==> src/sv/x86tbc_pkg.sv <==
// shared types, codes and tables for the two-byte opcode classifier
package x86tbc_pkg;

  // mnemonic codes, dense by order of first use
  typedef enum logic [6:0] {
    M_NONE, M_SLDT, M_STR, M_LLDT, M_LTR, M_VERR, M_VERW, M_ENCLV, M_VMCALL,
    M_VMLAUNCH, M_VMRESUME, M_VMXOFF, M_PCONFIG, M_SGDT, M_MONITOR, M_MWAIT,
    M_SIDT, M_XGETBV, M_XSETBV, M_VMFUNC, M_XEND, M_XTEST, M_ENCLU, M_LGDT,
    M_VMRUN, M_VMMCALL, M_VMLOAD, M_VMSAVE, M_STGI, M_CLGI, M_SKINIT,
    M_INVLPGA, M_LIDT, M_SMSW, M_LMSW, M_SWAPGS, M_RDTSCP, M_INVLPG, M_LAR,
    M_LSL, M_SYSCALL, M_CLTS, M_SYSRET, M_INVD, M_WBINVD, M_UD2, M_NOP,
    M_PREFETCH, M_PREFETCHW, M_PREFETCHWT1, M_MOVSS, M_MOVSD, M_MOVUPD,
    M_MOVUPS, M_MOVSLDUP, M_MOVDDUP, M_MOVLPD, M_MOVHLPS, M_MOVLPS,
    M_UNPCKLPD, M_UNPCKLPS, M_UNPCKHPD, M_UNPCKHPS, M_MOVSHDUP, M_MOVHPD,
    M_MOVLHPS, M_MOVHPS, M_PREFETCHNTA, M_PREFETCHT0, M_PREFETCHT1,
    M_PREFETCHT2, M_CMOV_BASE
  } mnem_t;

  localparam logic [6:0] SET_BASE = 7'(M_CMOV_BASE) + 7'd16;

  // operand form codes
  typedef enum logic [4:0] {
    F_NONE, F_M16R, F_RM16, F_M, F_M8, F_ECX, F_EDX, F_EAX, F_R163264,
    F_M1632, F_XMM, F_XMM32, F_XMM64, F_XMM128, F_M64, F_RM1632,
    F_RM163264, F_RM8
  } form_t;

  // opcode bytes with special handling
  localparam logic [7:0] OP_GRP0   = 8'h00;
  localparam logic [7:0] OP_GRP1   = 8'h01;
  localparam logic [7:0] OP_LAR    = 8'h02;
  localparam logic [7:0] OP_LSL    = 8'h03;
  localparam logic [7:0] OP_UD2    = 8'h0b;
  localparam logic [7:0] OP_PFW    = 8'h0D;
  localparam logic [7:0] OP_MOVU_L = 8'h10;
  localparam logic [7:0] OP_MOVU_S = 8'h11;
  localparam logic [7:0] OP_MOVL_L = 8'h12;
  localparam logic [7:0] OP_MOVL_S = 8'h13;
  localparam logic [7:0] OP_UNPL   = 8'h14;
  localparam logic [7:0] OP_UNPH   = 8'h15;
  localparam logic [7:0] OP_MOVH_L = 8'h16;
  localparam logic [7:0] OP_MOVH_S = 8'h17;
  localparam logic [7:0] OP_HINT   = 8'h18;
  localparam logic [3:0] HI_CMOV   = 4'h4;
  localparam logic [3:0] HI_SET    = 4'h9;
  localparam logic [1:0] MOD_REG   = 2'd3;

  // input word after registering
  typedef struct packed {
    logic [7:0] opcode_byte;
    logic [7:0] modrm_byte;
    logic       has_rep;
    logic       has_repne;
    logic       has_opsize;
    logic [3:0] prefix_count;
  } item_t;

  // classification result
  typedef struct packed {
    logic       valid_res;
    logic [6:0] mnemonic;
    logic [1:0] operand_count;
    logic [4:0] operand_form_a;
    logic [4:0] operand_form_b;
    logic [4:0] operand_form_c;
    logic [4:0] direct_length;
    logic       modrm_tail;
  } result_t;

  // 0F 01 register forms, indexed by reg then rm
  function automatic mnem_t grp1_reg(input logic [2:0] reg_f, input logic [2:0] rm_f);
    mnem_t m;
    m = M_NONE;
    case (reg_f)
      3'd0: case (rm_f)
        3'd0: m = M_ENCLV;    3'd1: m = M_VMCALL;
        3'd2: m = M_VMLAUNCH; 3'd3: m = M_VMRESUME;
        3'd4: m = M_VMXOFF;   3'd5: m = M_PCONFIG;
        default: m = M_NONE;
      endcase
      3'd2: case (rm_f)
        3'd0: m = M_XGETBV; 3'd1: m = M_XSETBV;
        3'd4: m = M_VMFUNC; 3'd5: m = M_XEND;
        3'd6: m = M_XTEST;  3'd7: m = M_ENCLU;
        default: m = M_NONE;
      endcase
      3'd3: case (rm_f)
        3'd0: m = M_VMRUN; 3'd1: m = M_VMMCALL;
        3'd2: m = M_VMLOAD; 3'd3: m = M_VMSAVE;
        3'd4: m = M_STGI;  3'd5: m = M_CLGI;
        3'd6: m = M_SKINIT; default: m = M_INVLPGA;
      endcase
      3'd7: case (rm_f)
        3'd0: m = M_SWAPGS; 3'd1: m = M_RDTSCP;
        default: m = M_NONE;
      endcase
      default: m = M_NONE;
    endcase
    return m;
  endfunction

endpackage

==> src/sv/x86tbc_decode.sv <==
// combinational classification of one registered opcode word
module x86tbc_decode
  import x86tbc_pkg::*;
(
  input  item_t   item,
  output result_t res
);

  logic [1:0] mod_f;
  logic [2:0] reg_f;
  logic [2:0] rm_f;
  logic [4:0] lt;
  logic [4:0] l3;
  mnem_t      mn;
  form_t      f;

  assign mod_f = item.modrm_byte[7:6];
  assign reg_f = item.modrm_byte[5:3];
  assign rm_f  = item.modrm_byte[2:0];
  assign lt    = 5'd2 + 5'(item.prefix_count);
  assign l3    = 5'd3 + 5'(item.prefix_count);

  // fill the result fields
  function automatic result_t mk(input mnem_t m, input logic [1:0] n, input form_t a,
                                 input form_t b, input form_t c, input logic [4:0] len,
                                 input logic tail);
    result_t r;
    r.valid_res      = (m != M_NONE);
    r.mnemonic       = 7'(m);
    r.operand_count  = n;
    r.operand_form_a = 5'(a);
    r.operand_form_b = 5'(b);
    r.operand_form_c = 5'(c);
    r.direct_length  = len;
    r.modrm_tail     = tail;
    return r;
  endfunction

  // opcode decode
  always_comb begin
    res = mk(M_NONE, 2'd0, F_NONE, F_NONE, F_NONE, 5'd2, 1'b0);
    mn  = M_NONE;
    f   = F_NONE;
    unique case (item.opcode_byte) inside
      OP_GRP0: begin
        case (reg_f)
          3'd0: mn = M_SLDT; 3'd1: mn = M_STR; 3'd2: mn = M_LLDT;
          3'd3: mn = M_LTR;  3'd4: mn = M_VERR; 3'd5: mn = M_VERW;
          default: mn = M_NONE;
        endcase
        if (mn != M_NONE)
          res = mk(mn, 2'd1, (reg_f < 3'd2) ? F_M16R : F_RM16, F_NONE, F_NONE, lt, 1'b1);
      end
      OP_GRP1: begin
        if (reg_f == 3'd4) begin
          res = mk(M_SMSW, 2'd1, F_M16R, F_NONE, F_NONE, lt, 1'b1);
        end else if (reg_f == 3'd6) begin
          res = mk(M_LMSW, 2'd1, F_RM16, F_NONE, F_NONE, lt, 1'b1);
        end else if (mod_f != MOD_REG) begin
          case (reg_f)
            3'd0: mn = M_SGDT; 3'd1: mn = M_SIDT; 3'd2: mn = M_LGDT;
            3'd3: mn = M_LIDT; 3'd7: mn = M_INVLPG;
            default: mn = M_NONE;
          endcase
          if (mn != M_NONE) res = mk(mn, 2'd1, F_M, F_NONE, F_NONE, lt, 1'b1);
        end else if (reg_f == 3'd1) begin
          if (rm_f == 3'd0)
            res = mk(M_MONITOR, 2'd3, F_M8, F_ECX, F_EDX, lt, 1'b1);
          else if (rm_f == 3'd1)
            res = mk(M_MWAIT, 2'd2, F_EAX, F_ECX, F_NONE, l3, 1'b0);
        end else begin
          mn = grp1_reg(reg_f, rm_f);
          if (mn != M_NONE) res = mk(mn, 2'd0, F_NONE, F_NONE, F_NONE, l3, 1'b0);
        end
      end
      OP_LAR, OP_LSL:
        res = mk((item.opcode_byte == OP_LAR) ? M_LAR : M_LSL, 2'd2, F_R163264, F_M16R,
                 F_NONE, lt, 1'b1);
      [8'h05:8'h09]: begin
        case (item.opcode_byte[3:0])
          4'h5: mn = M_SYSCALL; 4'h6: mn = M_CLTS; 4'h7: mn = M_SYSRET;
          4'h8: mn = M_INVD; default: mn = M_WBINVD;
        endcase
        res = mk(mn, 2'd0, F_NONE, F_NONE, F_NONE, lt, 1'b0);
      end
      OP_UD2: res = mk(M_UD2, 2'd0, F_NONE, F_NONE, F_NONE, lt, 1'b0);
      OP_PFW: begin
        if (mod_f == MOD_REG) begin
          res = mk(M_NOP, 2'd0, F_NONE, F_NONE, F_NONE, l3, 1'b0);
        end else begin
          case (reg_f)
            3'd0: mn = M_PREFETCH; 3'd1: mn = M_PREFETCHW; 3'd2: mn = M_PREFETCHWT1;
            default: mn = M_NOP;
          endcase
          res = mk(mn, 2'd1, F_M1632, F_NONE, F_NONE, lt, 1'b1);
        end
      end
      OP_MOVU_L, OP_MOVU_S: begin
        if (item.has_rep)         begin mn = M_MOVSS;  f = F_XMM32;  end
        else if (item.has_repne)  begin mn = M_MOVSD;  f = F_XMM64;  end
        else if (item.has_opsize) begin mn = M_MOVUPD; f = F_XMM128; end
        else                      begin mn = M_MOVUPS; f = F_XMM128; end
        if (item.opcode_byte == OP_MOVU_L)
          res = mk(mn, 2'd2, F_XMM, f, F_NONE, lt, 1'b1);
        else
          res = mk(mn, 2'd2, f, F_XMM, F_NONE, lt, 1'b1);
      end
      OP_MOVL_L: begin
        if (item.has_rep)         res = mk(M_MOVSLDUP, 2'd2, F_XMM, F_XMM64, F_NONE, lt, 1'b1);
        else if (item.has_repne)  res = mk(M_MOVDDUP, 2'd2, F_XMM, F_XMM64, F_NONE, lt, 1'b1);
        else if (item.has_opsize) res = mk(M_MOVLPD, 2'd2, F_XMM, F_M64, F_NONE, lt, 1'b1);
        else res = mk((mod_f == MOD_REG) ? M_MOVHLPS : M_MOVLPS, 2'd2, F_XMM, F_XMM64,
                      F_NONE, lt, 1'b1);
      end
      OP_MOVL_S:
        res = mk(item.has_opsize ? M_MOVLPD : M_MOVLPS, 2'd2, F_M64, F_XMM, F_NONE, lt, 1'b1);
      OP_UNPL: begin
        if (item.has_opsize) res = mk(M_UNPCKLPD, 2'd2, F_XMM, F_XMM64, F_NONE, lt, 1'b1);
        else res = mk(M_UNPCKLPS, 2'd2, F_XMM, F_XMM128, F_NONE, lt, 1'b1);
      end
      OP_UNPH: begin
        if (item.has_opsize) res = mk(M_UNPCKHPD, 2'd2, F_XMM, F_XMM64, F_NONE, lt, 1'b1);
        else res = mk(M_UNPCKHPS, 2'd2, F_XMM, F_XMM128, F_NONE, lt, 1'b1);
      end
      OP_MOVH_L: begin
        if (item.has_rep)         res = mk(M_MOVSHDUP, 2'd2, F_XMM, F_XMM64, F_NONE, lt, 1'b1);
        else if (item.has_opsize) res = mk(M_MOVHPD, 2'd2, F_XMM, F_M64, F_NONE, lt, 1'b1);
        else res = mk((mod_f == MOD_REG) ? M_MOVLHPS : M_MOVHPS, 2'd2, F_XMM, F_XMM64,
                      F_NONE, lt, 1'b1);
      end
      OP_MOVH_S:
        res = mk(item.has_opsize ? M_MOVHPD : M_MOVHPS, 2'd2, F_M64, F_XMM, F_NONE, lt, 1'b1);
      OP_HINT: begin
        if (mod_f != MOD_REG && !reg_f[2])
          res = mk(mnem_t'(7'(M_PREFETCHNTA) + 7'(reg_f)), 2'd1, F_M8, F_NONE, F_NONE,
                   lt, 1'b1);
        else
          res = mk(M_NOP, 2'd1, F_RM1632, F_NONE, F_NONE, lt, 1'b1);
      end
      [8'h19:8'h1f]: res = mk(M_NOP, 2'd1, F_RM1632, F_NONE, F_NONE, lt, 1'b1);
      [8'h40:8'h4f]:
        res = mk(mnem_t'(7'(M_CMOV_BASE) + 7'(item.opcode_byte[3:0])), 2'd2, F_R163264,
                 F_RM163264, F_NONE, lt, 1'b1);
      [8'h90:8'h9f]:
        res = mk(mnem_t'(SET_BASE + 7'(item.opcode_byte[3:0])), 2'd1, F_RM8, F_NONE,
                 F_NONE, lt, 1'b1);
      default: res = mk(M_NONE, 2'd0, F_NONE, F_NONE, F_NONE, 5'd2, 1'b0);
    endcase
  end

endmodule

==> src/sv/x86_two_byte_opcode_classify.sv <==
// top level: input register, classifier, result register
//
//  channel | dir | tdata fields (lsb first)                              | tuser
//  in_     | in  | opcode_byte, modrm_byte, has_rep, has_repne,          | -
//          |     | has_opsize, prefix_count (23 bits, padded to 24)      |
//  out_    | out | valid_res, mnemonic, operand_count, operand_form_a/b/c,| -
//          |     | direct_length, modrm_tail (31 bits, padded to 32)     |
//
// one word per cycle while the output is not stalled; the result is registered
// (input register, then result register after one level of decode logic).
// rst_n clears both valid flags; payload registers are not reset.
// a stalled output holds its word; the result stage loads whenever it is not
// stalled, the input stage whenever it is empty or its word moves on.
module x86_two_byte_opcode_classify
  import x86tbc_pkg::*;
(
  input  logic        clk,
  input  logic        rst_n,
  input  logic        in_tvalid,
  output logic        in_tready,
  input  logic [23:0] in_tdata,   // opcode_byte, modrm_byte, has_rep, has_repne,
                                  // has_opsize, prefix_count, pad
  output logic        out_tvalid,
  input  logic        out_tready,
  output logic [31:0] out_tdata   // valid_res, mnemonic, operand_count, operand_form_a,
                                  // operand_form_b, operand_form_c, direct_length,
                                  // modrm_tail, pad
);

  item_t   item_r, item_nxt;
  logic    ivld_r, ivld_nxt;
  result_t res_r, res_nxt;
  logic    ovld_r, ovld_nxt;
  result_t dec;
  logic    ostall;
  logic    iadv;

  // stage enables
  assign ostall    = ovld_r && !out_tready;
  assign iadv      = !(ivld_r && ostall);
  assign in_tready = iadv;

  // unpack the input word
  always_comb begin
    item_nxt.opcode_byte  = in_tdata[7:0];
    item_nxt.modrm_byte   = in_tdata[15:8];
    item_nxt.has_rep      = in_tdata[16];
    item_nxt.has_repne    = in_tdata[17];
    item_nxt.has_opsize   = in_tdata[18];
    item_nxt.prefix_count = in_tdata[22:19];
  end

  x86tbc_decode u_decode (
    .item (item_r),
    .res  (dec)
  );

  // valid flags
  always_comb begin
    ivld_nxt = iadv ? in_tvalid : ivld_r;
    ovld_nxt = ostall ? ovld_r : ivld_r;
    res_nxt  = dec;
  end

  always_ff @(posedge clk) begin
    if (!rst_n) begin
      ivld_r <= 1'b0;
      ovld_r <= 1'b0;
    end else begin
      ivld_r <= ivld_nxt;
      ovld_r <= ovld_nxt;
    end
  end

  // payload registers
  always_ff @(posedge clk) begin
    if (iadv) item_r <= item_nxt;
    if (!ostall) res_r <= res_nxt;
  end

  // pack the output word
  assign out_tvalid = ovld_r;
  assign out_tdata  = {1'b0, res_r.modrm_tail, res_r.direct_length, res_r.operand_form_c,
                       res_r.operand_form_b, res_r.operand_form_a, res_r.operand_count,
                       res_r.mnemonic, res_r.valid_res};

  // a held output word stays put
  a_hold: assert property (@(posedge clk) disable iff (!rst_n)
    (out_tvalid && !out_tready) |=> (out_tvalid && $stable(out_tdata)))
    else $error("output word changed under stall");

  // valid flag agrees with a nonzero mnemonic
  a_vmn: assert property (@(posedge clk) disable iff (!rst_n)
    out_tvalid |-> (res_r.valid_res == (res_r.mnemonic != 7'd0)))
    else $error("valid flag and mnemonic disagree");

  // invalid results carry the fixed length of two
  a_inv: assert property (@(posedge clk) disable iff (!rst_n)
    (out_tvalid && !res_r.valid_res) |-> (res_r.direct_length == 5'd2 && !res_r.modrm_tail))
    else $error("invalid result has wrong length");

  // an accepted word reaches the result stage when it is free
  a_flow: assert property (@(posedge clk) disable iff (!rst_n)
    (ivld_r && !ostall) |=> ovld_r)
    else $error("word lost between stages");

endmodule

==> config.mk <==
export PLATFORM = sky130hd
export DESIGN_NAME = x86_two_byte_opcode_classify
export DESIGN_NICKNAME = d
export VERILOG_FILES = /design/src/sv/x86tbc_pkg.sv /design/src/sv/x86tbc_decode.sv /design/src/sv/x86_two_byte_opcode_classify.sv
export SDC_FILE = /design/constraint.sdc
export NUM_CORES = 1
export LEC_CHECK = 0
export ABC_CLOCK_PERIOD_IN_PS = 4820
export CORE_AREA = 2 2 89 91
export DETAILED_ROUTE_END_ITERATION = 8
export DIE_AREA = 0 0 91 93
export DONT_BUFFER_PORTS = 1
export PLACE_DENSITY = 0.76
export SYNTH_ARGS = -nofsm -noshare
export SYNTH_HDL_FRONTEND = slang
export SYNTH_HIERARCHICAL = 1
export SYNTH_SLANG_ARGS = --single-unit
==> constraint.sdc <==
create_clock -name clk -period 4.82 [get_ports clk]
set_input_delay 1.446 -clock clk [delete_from_list [all_inputs] [get_ports clk]]
set_output_delay 1.446 -clock clk [all_outputs]
set_load 0.02 [all_outputs]
==> results.yml <==
placement:
  dpl.hpwl_mm: 7.70
  gp_congestion: 0.952
  post-place-cells: 524
  port_buffers: 0
synth:
  synth_top_area_share_pct: 40.3
  synthFlopType: "edfxtp_1"
  syn_avg_cell_area_um2: 8.83
  synth_area_leaders: "edfxtp_1 (40%), nand2_1 (4.5%), o21ai_0 (4.1%)"
  synth.largest_area_cell: "edfxtp_1"
  synth_cells: 456
  synthTopCellsByCount: "edfxtp_1 (54), nand2_1 (48), nor2_1 (41)"
  synth_area_um2: 4030
  synth.most_common_cell: "edfxtp_1"
  async_flop_share_pct: 0
  synth_edf_count: 54
  synth.yosys.seq_area_share_pct: 41.3
  synth_cell_types: 76
  ys_warn_count: 6
  synth_seq_cells: 56
setup_path:
  cp_num_cells: 1
  arrival_ns: 1.73
  critPathMaxFanout: 3
  critical_path.max_stage_delay_ns: 0.28
  r2r_slack_ns: 1.87
  crit_path_start_kind: "input pin"
  cp_top_family: "simple AND/OR/NAND/NOR gates"
  crit_chain: "nand3b_1"
  timing.critical_path.buf_inv: 0
  reg2reg_depth: 6
  cp-startpoint: "out_tready"
  r2r_start: "item_r[18]"
  crit_path_end: "in_tready"
  crit_slowest_cell: "nand3b_1"
  end_kind: "output port"
  regToRegEndpoint: "out_tdata[3]"
  worstPathRequired_ns: 3.37
  worstSetupPathType: "in2out"
global_route:
  grt_use_total_pct: 24.8
  grt_pass1_vias: 3195
  antenna_found_initial: 0
  overflow: 0
  grt_pass1_wl_mm: 16.7
  grt_max_degree: 33
timing:
  max_freq_ghz: 0.315
  slew_headroom_pct: 17.5
  whs_ns: 0.496
  fin_tns_setup_ns: 0
  finalSetupViolations: 0
  rsz0062_at_grt: "false"
  slew_violations: 0
  period_share_pct: 65.9
  tightest_slew_ns: 1.23
  fin_crit_ns: 3.17
  skew_ns: 0.0128
  hold_viol: 0
die:
  die-area_um2: 8460
  io_pins: 62
  core-area_um2: 7530
  fp.dieW_um: 91
  initial_core_util_pct: 53.5
  rows: 32
  die_h_um: 93
cells_and_area:
  syn2layout_area_growth_pct: 1.58
  layout-drive-gt1-share_pct: 4.88
  fin_cells: 532
  antenna_cells: 0
  layout.nets: 469
  fillers: 722
clock_tree:
  htree_levels: 2
  ctsHoldBuffers: 0
  cts_tree: "done"
  numCtsBuffers: 5
  insertion_delay_ns: 0.32
  clockBufferDepth: 2
  post-cts-setup-buffers: 0
  clock_sinks: 56
  clk_pin_slew_ns: 0.11
  ctsResizeCount: 0
  root_buffer: "clkbuf_8"
drt:
  vias: 3703
  drt-wirelength-per-cell_um: 20.1
  drc: 0
  drt_iter0_markers: 687
  postRouteAntennaNets: 0
  wirelength_mm: 10.7
  drt-pass1-iter-count: 7
  vias_per_cell: 6.96
run_status:
  status: "finished clean"
pwr:
  powerDensity_nw_per_um2: 268
  leakage_nw: 1.52
  ir_worst_vdd_uv: 107
flow_run:
  drv_cap: 0
hold_path:
  hold_path.class: "reg2reg"
worst register-to-register path: cells and delay by family, from the launching register on:
family | cells | cell delay, ns
AO/OA/AOI/OAI | 1 | 0.11
flip-flops | 1 | 0.75
AND/OR/NAND/NOR | 5 | 1.98
flip-flops by register name, indices dropped and copies added, names as in the netlist:
register,flops
ivld_r,1
item_r,23
out_tvalid,1
out_tdata,31
layout by cell type (no fill, tap or decap), types with 3 or more instances in the layout:
| cell | count |
|---|---|
| o211ai_1 | 10 |
| ha_1 | 12 |
| o221ai_1 | 3 |
| nor3_1 | 14 |
| o21ai_1 | 3 |
| inv_1 | 18 |
| nand4_1 | 6 |
| a31oi_1 | 9 |
| a221oi_1 | 3 |
| nand3_1 | 21 |
| edfxtp_1 | 54 |
| a22oi_1 | 3 |
| nand2_1 | 48 |
| o21a_1 | 4 |
| nor2b_1 | 7 |
| xnor2_1 | 6 |
| a21oi_1 | 28 |
| conb_1 | 4 |
| o22ai_1 | 8 |
| nand2b_1 | 5 |
| nor2_1 | 41 |
| o21ai_0 | 33 |
| nand3b_1 | 3 |
| clkbuf_8 | 5 |
| a211o_1 | 3 |
| a21o_1 | 5 |
| or4_1 | 3 |
| and3_1 | 4 |
report_power, final:
part | total (mW) | switching (mW) | leakage [nW] | internal, mW
sequential | 0.634 | 0.0638 | 0.616 | 0.570
combinational | 0.190 | 0.123 | 0.856 | 0.0669
clock | 0.275 | 0.167 | 0.0463 | 0.107
total | 1.10 | 0.354 | 1.52 | 0.744
per-stage QoR:
stage	setup slack (ns)	total power, mW	instance area, um^2	util (%)
after global placement	1.65	0.824	4000	53.1
after global routing	1.64	1.15	4090	54.4
final	1.65	1.10	4090	54.4
after CTS	1.64	1.10	4090	54.4
after detailed placement	1.64	0.827	4000	53.1
after floorplan	1.66	0.783	4040	-
per-layer routing:
| layer | routed length, um | part of all wire [%] | up-vias | GRT usage (%) |
|---|---|---|---|---|
| met2 | 4770 | 45 | 318 | 37.7 |
| li1 | - | - | 1643 | - |
| met3 | 1150 | 11 | 41 | 3.06 |
| met5 | 0 | 0 | - | 0 |
| met4 | 306 | 2.9 | 0 | 8.96 |
| met1 | 4470 | 42 | 1701 | 36.5 |
cell type report:
cell class                 count  area, um^2  area share [%]
clock inverter                 3        27.5           0.673
sequential                    56        1660            40.6
tap                          102         128            3.12
inverter                      18        67.6            1.65
multi-input combinational    346        2120            51.9
clock buffer                   5        68.8            1.68
timing repair buffer           2        15.0           0.367
cell families (layout without fill, tap and decap cells):
group,Yosys count,count (layout),share of synthesized area [%]
fa+ha+maj,12,12,3.73
buf+inv,56,28,6.21
other cells,2,4,0.186
simple gates,173,173,21.7
flops,56,56,41.3
compound gates,146,146,24.4
mux,3,3,0.777
xor+xnor,8,8,1.74
worst min-delay path by stage:
| stage | from | end | slack [ns] | cells past startpoint |
|---|---|---|---|---|
| finish | ivld_r | out_tvalid | 0.50 | 2 |
| detailed placement | ivld_r | out_tvalid | 0.48 | 2 |
| global route | ivld_r | out_tvalid | 0.51 | 2 |
| CTS | ivld_r | out_tvalid | 0.50 | 2 |
| floorplan | ivld_r | out_tvalid | 0.45 | 2 |
| global placement | ivld_r | out_tvalid | 0.46 | 2 |
(Power assumes the default switching activity.)
